`src/dual_coil_brake_controller_assert.svh`:
```
// Assertion macros shared by the brake controller RTL.
// Needs a clock named clock and a reset named reset in the including module.
`ifndef DUAL_COIL_BRAKE_CONTROLLER_ASSERT_SVH
`define DUAL_COIL_BRAKE_CONTROLLER_ASSERT_SVH

// Condition that must hold at every edge out of reset
`define DCBC_ASSERT_ALWAYS(label, expr) \
   label: assert property (@(posedge clock) disable iff (reset) (expr)) \
      else $error("assertion failed");

// Same-cycle implication
`define DCBC_ASSERT_IMPL(label, ante, cons) \
   label: assert property (@(posedge clock) disable iff (reset) (ante) |-> (cons)) \
      else $error("assertion failed");

// Next-cycle implication
`define DCBC_ASSERT_NEXT(label, ante, cons) \
   label: assert property (@(posedge clock) disable iff (reset) (ante) |=> (cons)) \
      else $error("assertion failed");

`endif

```
`src/dcbc_pkg.sv`:
```
// Types and constants for the dual-coil brake controller.
// No dependencies.
package dcbc_pkg;

   localparam logic [2:0] CMD_INIT        = 3'd0;
   localparam logic [2:0] CMD_ENGAGE      = 3'd1;
   localparam logic [2:0] CMD_RELEASE     = 3'd2;
   localparam logic [2:0] CMD_UPDATE      = 3'd3;
   localparam logic [2:0] CMD_MAN_ENGAGE  = 3'd4;
   localparam logic [2:0] CMD_MAN_RELEASE = 3'd5;
   localparam logic [2:0] CMD_MAN_STOP    = 3'd6;

   localparam logic [1:0] ST_ENGAGED   = 2'd0;
   localparam logic [1:0] ST_ENGAGING  = 2'd1;
   localparam logic [1:0] ST_RELEASED  = 2'd2;
   localparam logic [1:0] ST_RELEASING = 2'd3;

   localparam logic [7:0] DEAD_TIME_RESET = 8'd10;

   // result queue entries; pointers wrap naturally, so keep a power of two
   localparam int RSLT_DEPTH = 4;

   typedef struct packed {
      logic [1:0] mode;
      logic       manual;
      logic       apply_coil;
      logic       release_coil;
   } ctrl_state_type;

   typedef struct packed {
      logic       last;
      logic [7:0] hold_time;
      logic       manual_mode;
      logic [1:0] brake_state;
      logic       release_coil;
      logic       apply_coil;
   } rslt_type;

endpackage

```
`src/dcbc_core.sv`:
```
// Command decode and next-state logic for the brake controller.
// Depends on dcbc_pkg.
module dcbc_core (
   input  logic [2:0]               cmd,
   input  logic                     limit_switch,
   input  logic [7:0]               dead_time,
   input  dcbc_pkg::ctrl_state_type cur,
   output dcbc_pkg::ctrl_state_type nxt,
   output dcbc_pkg::rslt_type       rslt_a,
   output dcbc_pkg::rslt_type       rslt_b,
   output logic [1:0]               rslt_num
);

   dcbc_pkg::rslt_type dead_rslt;
   dcbc_pkg::rslt_type fin_rslt;
   logic [1:0]         upd_mode;
   logic               upd_rel;

   // both coils off, shows the state from before the transaction
   always_comb begin
      dead_rslt.apply_coil   = 1'b0;
      dead_rslt.release_coil = 1'b0;
      dead_rslt.brake_state  = cur.mode;
      dead_rslt.manual_mode  = cur.manual;
      dead_rslt.hold_time    = dead_time;
      dead_rslt.last         = 1'b0;
   end

   always_comb begin
      upd_mode = cur.mode;
      upd_rel  = cur.release_coil;
      if (upd_mode == dcbc_pkg::ST_ENGAGING && limit_switch) begin
         upd_mode = dcbc_pkg::ST_ENGAGED;
      end
      if (upd_mode == dcbc_pkg::ST_RELEASING && !limit_switch) begin
         upd_mode = dcbc_pkg::ST_RELEASED;
         upd_rel  = 1'b0;
      end
      // switch contradicts a released brake
      if (upd_mode == dcbc_pkg::ST_RELEASED && limit_switch) begin
         upd_mode = dcbc_pkg::ST_ENGAGED;
      end
   end

   always_comb begin
      nxt      = cur;
      rslt_num = 2'd0;
      unique case (cmd)
         dcbc_pkg::CMD_INIT: begin
            nxt.apply_coil   = 1'b1;
            nxt.release_coil = 1'b0;
            nxt.mode = limit_switch ? dcbc_pkg::ST_ENGAGED : dcbc_pkg::ST_ENGAGING;
            rslt_num = 2'd1;
         end
         dcbc_pkg::CMD_ENGAGE: begin
            if (cur.mode == dcbc_pkg::ST_RELEASED || cur.mode == dcbc_pkg::ST_RELEASING) begin
               nxt.apply_coil   = 1'b1;
               nxt.release_coil = 1'b0;
               nxt.mode         = dcbc_pkg::ST_ENGAGING;
               rslt_num         = 2'd2;
            end
         end
         dcbc_pkg::CMD_RELEASE: begin
            if (cur.mode == dcbc_pkg::ST_ENGAGED || cur.mode == dcbc_pkg::ST_ENGAGING) begin
               nxt.apply_coil   = 1'b0;
               nxt.release_coil = 1'b1;
               nxt.mode         = dcbc_pkg::ST_RELEASING;
               rslt_num         = 2'd2;
            end
         end
         dcbc_pkg::CMD_UPDATE: begin
            if (!cur.manual) begin
               nxt.mode         = upd_mode;
               nxt.release_coil = upd_rel;
               rslt_num         = 2'd1;
            end
         end
         dcbc_pkg::CMD_MAN_ENGAGE: begin
            nxt.manual       = 1'b1;
            nxt.apply_coil   = 1'b1;
            nxt.release_coil = 1'b0;
            rslt_num         = 2'd1;
         end
         dcbc_pkg::CMD_MAN_RELEASE: begin
            nxt.manual       = 1'b1;
            nxt.apply_coil   = 1'b0;
            nxt.release_coil = 1'b1;
            rslt_num         = 2'd1;
         end
         dcbc_pkg::CMD_MAN_STOP: begin
            if (cur.manual) begin
               nxt.manual       = 1'b0;
               nxt.apply_coil   = 1'b1;
               nxt.release_coil = 1'b0;
               nxt.mode = limit_switch ? dcbc_pkg::ST_ENGAGED : dcbc_pkg::ST_ENGAGING;
               rslt_num         = 2'd2;
            end
         end
         default: begin
         end
      endcase
   end

   always_comb begin
      fin_rslt.apply_coil   = nxt.apply_coil;
      fin_rslt.release_coil = nxt.release_coil;
      fin_rslt.brake_state  = nxt.mode;
      fin_rslt.manual_mode  = nxt.manual;
      fin_rslt.hold_time    = 8'd0;
      fin_rslt.last         = 1'b1;
   end

   assign rslt_a = (rslt_num == 2'd2) ? dead_rslt : fin_rslt;
   assign rslt_b = fin_rslt;

endmodule

```
`src/dcbc_queue.sv`:
```
// Result queue: takes up to two results a cycle, hands out one a cycle.
// Depends on dcbc_pkg and the assertion macro header.
`include "dual_coil_brake_controller_assert.svh"

module dcbc_queue (
   input  logic               clock,
   input  logic               reset,
   input  dcbc_pkg::rslt_type push_a,
   input  dcbc_pkg::rslt_type push_b,
   input  logic [1:0]         push_num,
   output logic               room_ff_ok,
   input  logic               pop,
   output logic               head_valid,
   output dcbc_pkg::rslt_type head
);

   localparam int DEPTH = dcbc_pkg::RSLT_DEPTH;
   localparam int PW = $clog2(DEPTH);
   localparam int CW = $clog2(DEPTH + 1);

   dcbc_pkg::rslt_type entry_ff [DEPTH];
   logic [PW-1:0]      wr_ptr_ff, wr_ptr_in;
   logic [PW-1:0]      rd_ptr_ff, rd_ptr_in;
   logic [CW-1:0]      count_ff, count_in;
   logic               pop_ok;

   assign pop_ok     = pop && (count_ff != '0);
   assign head_valid = (count_ff != '0);
   assign head       = entry_ff[rd_ptr_ff];
   // room for a two-result transaction, taken from registered count only
   assign room_ff_ok = (count_ff <= CW'(DEPTH - 2));

   always_comb begin
      wr_ptr_in = wr_ptr_ff + PW'(push_num);
      rd_ptr_in = rd_ptr_ff + PW'(pop_ok);
      count_in  = count_ff + CW'(push_num) - CW'(pop_ok);
   end

   always_ff @(posedge clock) begin
      if (reset) begin
         wr_ptr_ff <= '0;
         rd_ptr_ff <= '0;
         count_ff  <= '0;
      end else begin
         wr_ptr_ff <= wr_ptr_in;
         rd_ptr_ff <= rd_ptr_in;
         count_ff  <= count_in;
      end
   end

   always_ff @(posedge clock) begin
      if (push_num != 2'd0) begin
         entry_ff[wr_ptr_ff] <= push_a;
      end
      if (push_num == 2'd2) begin
         entry_ff[wr_ptr_ff + PW'(1)] <= push_b;
      end
   end

   `DCBC_ASSERT_ALWAYS(a_count_bound, count_ff <= CW'(DEPTH))
   `DCBC_ASSERT_IMPL(a_no_overflow, push_num != 2'd0, room_ff_ok)
   `DCBC_ASSERT_NEXT(a_pop_drains, pop_ok && push_num == 2'd0, count_ff == $past(count_ff) - CW'(1))

endmodule

```
`src/dual_coil_brake_controller.sv`:
```
// Dual-coil brake controller, top level.
// Depends on dcbc_pkg, dcbc_core, dcbc_queue and the assertion macro header.
//
// Takes one command transaction per clock while req_tready is high. Brake
// state, manual flag and coil levels update in the accepting cycle; the
// command's results (none, one, or a dead-time result followed by the final
// one) go into a four-entry result queue and appear on rsp_ in the cycle
// after acceptance at the earliest. The response side drains one result per
// cycle while rsp_tready is high. req_tready is low while the queue has fewer
// than two free entries; it depends only on registered queue occupancy, never
// on rsp_tready. dead_time resets to 10 and is written through csr_wr_en.
`include "dual_coil_brake_controller_assert.svh"

module dual_coil_brake_controller (
   input  logic        clock,
   input  logic        reset,
   input  logic        req_tvalid,
   output logic        req_tready,
   input  logic [7:0]  req_tdata,   // [2:0] cmd, [3] limit_switch, [7:4] zero
   output logic        rsp_tvalid,
   input  logic        rsp_tready,
   // [0] apply_coil, [1] release_coil, [3:2] brake_state, [4] manual_mode,
   // [12:5] hold_time, [15:13] zero
   output logic [15:0] rsp_tdata,
   output logic        rsp_tlast,
   input  logic        csr_wr_en,
   input  logic [7:0]  csr_wr_data
);

   dcbc_pkg::ctrl_state_type state_ff, state_in;
   dcbc_pkg::rslt_type       rslt_a, rslt_b, head;
   logic [1:0]               rslt_num, push_num;
   logic [7:0]               dead_time_ff;
   logic                     room_ok, accept;

   assign req_tready = room_ok;
   assign accept     = req_tvalid && req_tready;
   assign push_num   = accept ? rslt_num : 2'd0;

   dcbc_core u_core (
      .cmd          (req_tdata[2:0]),
      .limit_switch (req_tdata[3]),
      .dead_time    (dead_time_ff),
      .cur          (state_ff),
      .nxt          (state_in),
      .rslt_a       (rslt_a),
      .rslt_b       (rslt_b),
      .rslt_num     (rslt_num)
   );

   always_ff @(posedge clock) begin
      if (reset) begin
         state_ff.mode         <= dcbc_pkg::ST_ENGAGING;
         state_ff.manual       <= 1'b0;
         state_ff.apply_coil   <= 1'b1;
         state_ff.release_coil <= 1'b0;
         dead_time_ff          <= dcbc_pkg::DEAD_TIME_RESET;
      end else begin
         if (accept) begin
            state_ff <= state_in;
         end
         if (csr_wr_en) begin
            dead_time_ff <= csr_wr_data;
         end
      end
   end

   dcbc_queue u_queue (
      .clock      (clock),
      .reset      (reset),
      .push_a     (rslt_a),
      .push_b     (rslt_b),
      .push_num   (push_num),
      .room_ff_ok (room_ok),
      .pop        (rsp_tready),
      .head_valid (rsp_tvalid),
      .head       (head)
   );

   assign rsp_tdata = {3'b000, head.hold_time, head.manual_mode, head.brake_state,
                       head.release_coil, head.apply_coil};
   assign rsp_tlast = head.last;

   `DCBC_ASSERT_IMPL(a_dead_result_coils_off, push_num == 2'd2, !rslt_a.apply_coil && !rslt_a.release_coil && !rslt_a.last && rslt_b.last)
   `DCBC_ASSERT_IMPL(a_manual_set_by_cmd, $rose(state_ff.manual), $past(accept) && ($past(req_tdata[2:0]) == dcbc_pkg::CMD_MAN_ENGAGE || $past(req_tdata[2:0]) == dcbc_pkg::CMD_MAN_RELEASE))
   `DCBC_ASSERT_ALWAYS(a_coils_exclusive, !(state_ff.apply_coil && state_ff.release_coil))

endmodule

```
`config.mk`:
```
export PLATFORM = sky130hd
export DESIGN_NAME = dual_coil_brake_controller
export DESIGN_NICKNAME = d
export VERILOG_FILES = /design/src/dcbc_pkg.sv /design/src/dcbc_core.sv /design/src/dcbc_queue.sv /design/src/dual_coil_brake_controller.sv
export VERILOG_INCLUDE_DIRS = /design/src /design/src/src
export SDC_FILE = /design/constraint.sdc
export NUM_CORES = 1
export LEC_CHECK = 0
export BUFFER_PORTS_ARGS = -buffer_cell sky130_fd_sc_hd__buf_2
export CAP_MARGIN = 25
export CELL_PAD_IN_SITES_DETAIL_PLACEMENT = 0
export CELL_PAD_IN_SITES_GLOBAL_PLACEMENT = 1
export CORE_ASPECT_RATIO = 1.2
export CORE_UTILIZATION = 30
export DETAILED_ROUTE_END_ITERATION = 12
export HOLD_SLACK_MARGIN = 0.03
export MAX_ROUTING_LAYER = met4
export PLACE_DENSITY_LB_ADDON = 0.1
export SYNTH_ARGS = -nofsm -noshare
export SYNTH_HDL_FRONTEND = slang
export SYNTH_SLANG_ARGS = --single-unit
```
`constraint.sdc`:
```
create_clock -name clock -period 2.8 [get_ports clock]
set_input_delay 0.28 -clock clock [delete_from_list [all_inputs] [get_ports clock]]
set_output_delay 0.28 -clock clock [all_outputs]
set_load 0.02 [all_outputs]
```
==> impl_metrics.ini <==
[run_status]
status = finished clean

[power]
internal_power_w = 0.00229
ir_worst_vdd_mv = 0.263
power_frac_clock_pct = 32.1
p_seq_share_pct = 41.7
p_leak_nw = 1.77
p_sw_w = 0.00103
p_sw_share_pct = 31.1
powerDensity_mw_per_mm2 = 737
share_comb_of_total_power_pct = 26.2

[place]
gp_congestion = 0.761
dpl.hpwl_mm = 6.80
portBuffers = 32
placed_cells = 555

[floorplanning]
fp.dieW_um = 104
fp.dieH_um = 125
ios = 40
start_util_pct = 31.0
core_sq_mm = 0.0122
num_rows = 44
die_area_sq_mm = 0.0130

[synthesis]
netlist_instances = 364
ys.flop_type = dfxtp_1
ys_top_cells_by_count = nor2_1, dfxtp_1, mux2i_1
synth.most_common_cell = nor2_1
synth_edf_count = 20
synth.area.top_cells = dfxtp_1, edfxtp_1, mux2i_1
synth-seq-cells = 76
yosys.area.top_type = dfxtp_1
synth.avg_cell_area_sq_um = 10.4
yosysUniqueCellTypes = 47
syn-cell-area_sq_mm = 0.00377
yosysSeqAreaShare_pct = 45.7
yosysWarnings = 0
synth_top_area_share_pct = 29.7
postSynth.asyncResetShare_pct = 0

[min_path]
hp-start = csr_wr_data[3]
hold_path_class = input pin to flop

[route]
routed_wl_mm = 9.41
drt-pass1-iter-count = 4
wire_per_inst_um = 16.5
vias_per_cell = 4.84
ant_nets = 0
drt-initial-drc-count = 110
remaining_drc_errors = 0
vias = 2760

[flow_run]
drv_cap = 0

[timing]
finalSetupViolCount = 0
worst_pin_slew_ns = 0.758
fmax_mhz = 383
maxSlewViolCount = 0
rsz0062_at_grt = no
hold_viol = 0
finalSetupTns_ns = 0
finalCritPeriodShare_pct = 93.3
hold_ws_ns = 0.143
relSlewSlack_pct = 49.4
layout_min_cycle_time_ns = 2.61
fin_skew_ns = 0.00567

[critical_path]
critPathKind = flop to flop
critPathMaxFanout = 6
start_kind = flop
setup.worst_path.end_class = flop
crit_start = state_ff[4]
reg2reg_from = state_ff[4]
cp.arrival_ns = 2.83
cp.required_ns = 3.01

[global_routing]
grt_use_total_pct = 16.2
grt_max_degree = 21
gr-total-overflow = 0
antenna_found_initial = 0
grt_pass1_wl_mm = 15.5
grt_pass1_vias = 2883

[final_layout]
antenna_cells = 0
multiInputGateArea_sq_mm = 0.00188
finalNetCount = 432
fin_cells = 570
seq_area_sq_mm = 0.00172
synthToLayoutAreaGrowth_pct = 19.8
drive_gt1_share_pct = 23.5
fillers = 1237

[clock_tree]
cts_root_buf = clkbuf_16
clock_latency_ns = 0.33
htreeDepth = 3
cts_hold_buffers = 0
cts_resized = 0
post_cts_buffers = 0
cts_tree = yes
clk_path_buf_depth = 2
cts_made_buffers = 9
clk_pin_slew_ns = 0.06
clock-sinks = 76
[per-layer routing]
metal | vias up | global-route usage, % | share of wire [%]
met1 | 1332 | 19.6 | 47
met2 | 46 | 26.6 | 49
met5 | - | - | 0
met3 | 9 | 3.45 | 2.4
met4 | 0 | 5.38 | 1.0
li1 | 1373 | - | -
[state kept, by name (all words and copies together) (netlist names)]
signal             flops
state_ff               5
u_queue.entry_ff      56
u_queue.rd_ptr_ff      2
u_queue.wr_ptr_ff      2
u_queue.count_ff       3
dead_time_ff           8
[path summary, 6_finish.rpt]
check	depth (start not counted)	endpoint	slack, ns
worst max-delay path	10	u_queue.count_ff[2]	0.19
worst min-delay path	2	dead_time_ff[3]	0.14
worst max register to register	10	u_queue.count_ff[2]	0.19
worst min register to register	2	u_queue.entry_ff[0][13]	0.47
[per-stage QoR]
step           area, sq um  utilization [%]  power [W]  setup WS, ns
2_1_floorplan         3780                -    0.00199        0.0884
3_3_place_gp          4250             34.9    0.00229         0.207
3_5_place_dp          4250             34.9    0.00230         0.173
4_1_cts               4510             37.1    0.00339         0.160
5_1_grt               4510             37.1    0.00352        0.0298
6_report              4510             37.1    0.00333         0.187
[layout by cell type (no fill, tap or decap), drive strengths merged, types with 2 or more instances in the layout]
cell     synthesis  routed
conb             1       3
ha               5       5
nor4b            3       3
o211ai           2       2
or2              5       5
mux2i           40      40
nor2b           10      10
nand2            6       6
nand3            9       9
mux4            14      14
a21boi           8       8
inv             16      18
buf             14      58
xnor2            4       4
clkinv           0       2
dfxtp           56      56
a211oi           5       5
nand4bb          3       3
edfxtp          20      20
xor2             2       2
a211o            6       6
and2             3       3
clkbuf          16      11
o311ai           2       2
nand2b           5       5
a21oi           14      14
nor2            64      64
o21ai           16      16
or3              2       2
[power by group through the flow]
| stage | Clock (W) | Sequential, W | Combinational, W |
|---|---|---|---|
| after floorplan | 0 | 0.00133 | 0.000663 |
| after global placement | 0 | 0.00141 | 0.000877 |
| after detailed placement | 0 | 0.00142 | 0.000884 |
| after CTS | 0.00111 | 0.00139 | 0.000886 |
| after global routing | 0.00115 | 0.00141 | 0.000959 |
| final | 0.00107 | 0.00139 | 0.000871 |
[cell families (layout without fill, tap and decap cells)]
family | after synthesis | in the layout | share of synthesized area, %
adder cells (fa/ha/maj) | 6 | 6 | 2.19
AO/OA/AOI/OAI | 59 | 59 | 10.6
AND/OR/NAND/NOR | 115 | 115 | 15.5
other | 1 | 3 | 0.0995
XOR/XNOR | 6 | 6 | 1.39
multiplexers | 55 | 55 | 19.3
buffers and inverters | 46 | 89 | 5.25
flip-flops | 76 | 76 | 45.7
[critical path: stages (launching register included)]
cell and delay [ns]:
dfxtp_1 0.43, inv_1 0.08, or4_1 0.54, a21oi_1 0.25, inv_1 0.07, ha_1 0.27
inv_1 0.05, fa_1 0.43, xor2_1 0.19, xnor2_1 0.13, nor2_1 0.05
[final cells by class]
class	count	area share [%]
flip-flops and latches	76	38.1
repair buffers	58	8.43
inverters	16	1.33
clock inverters	4	0.554
well taps	161	4.46
clock buffers	11	5.38
multi-input cells	244	41.7
No activity file was read; power rests on OpenSTA's default activity.
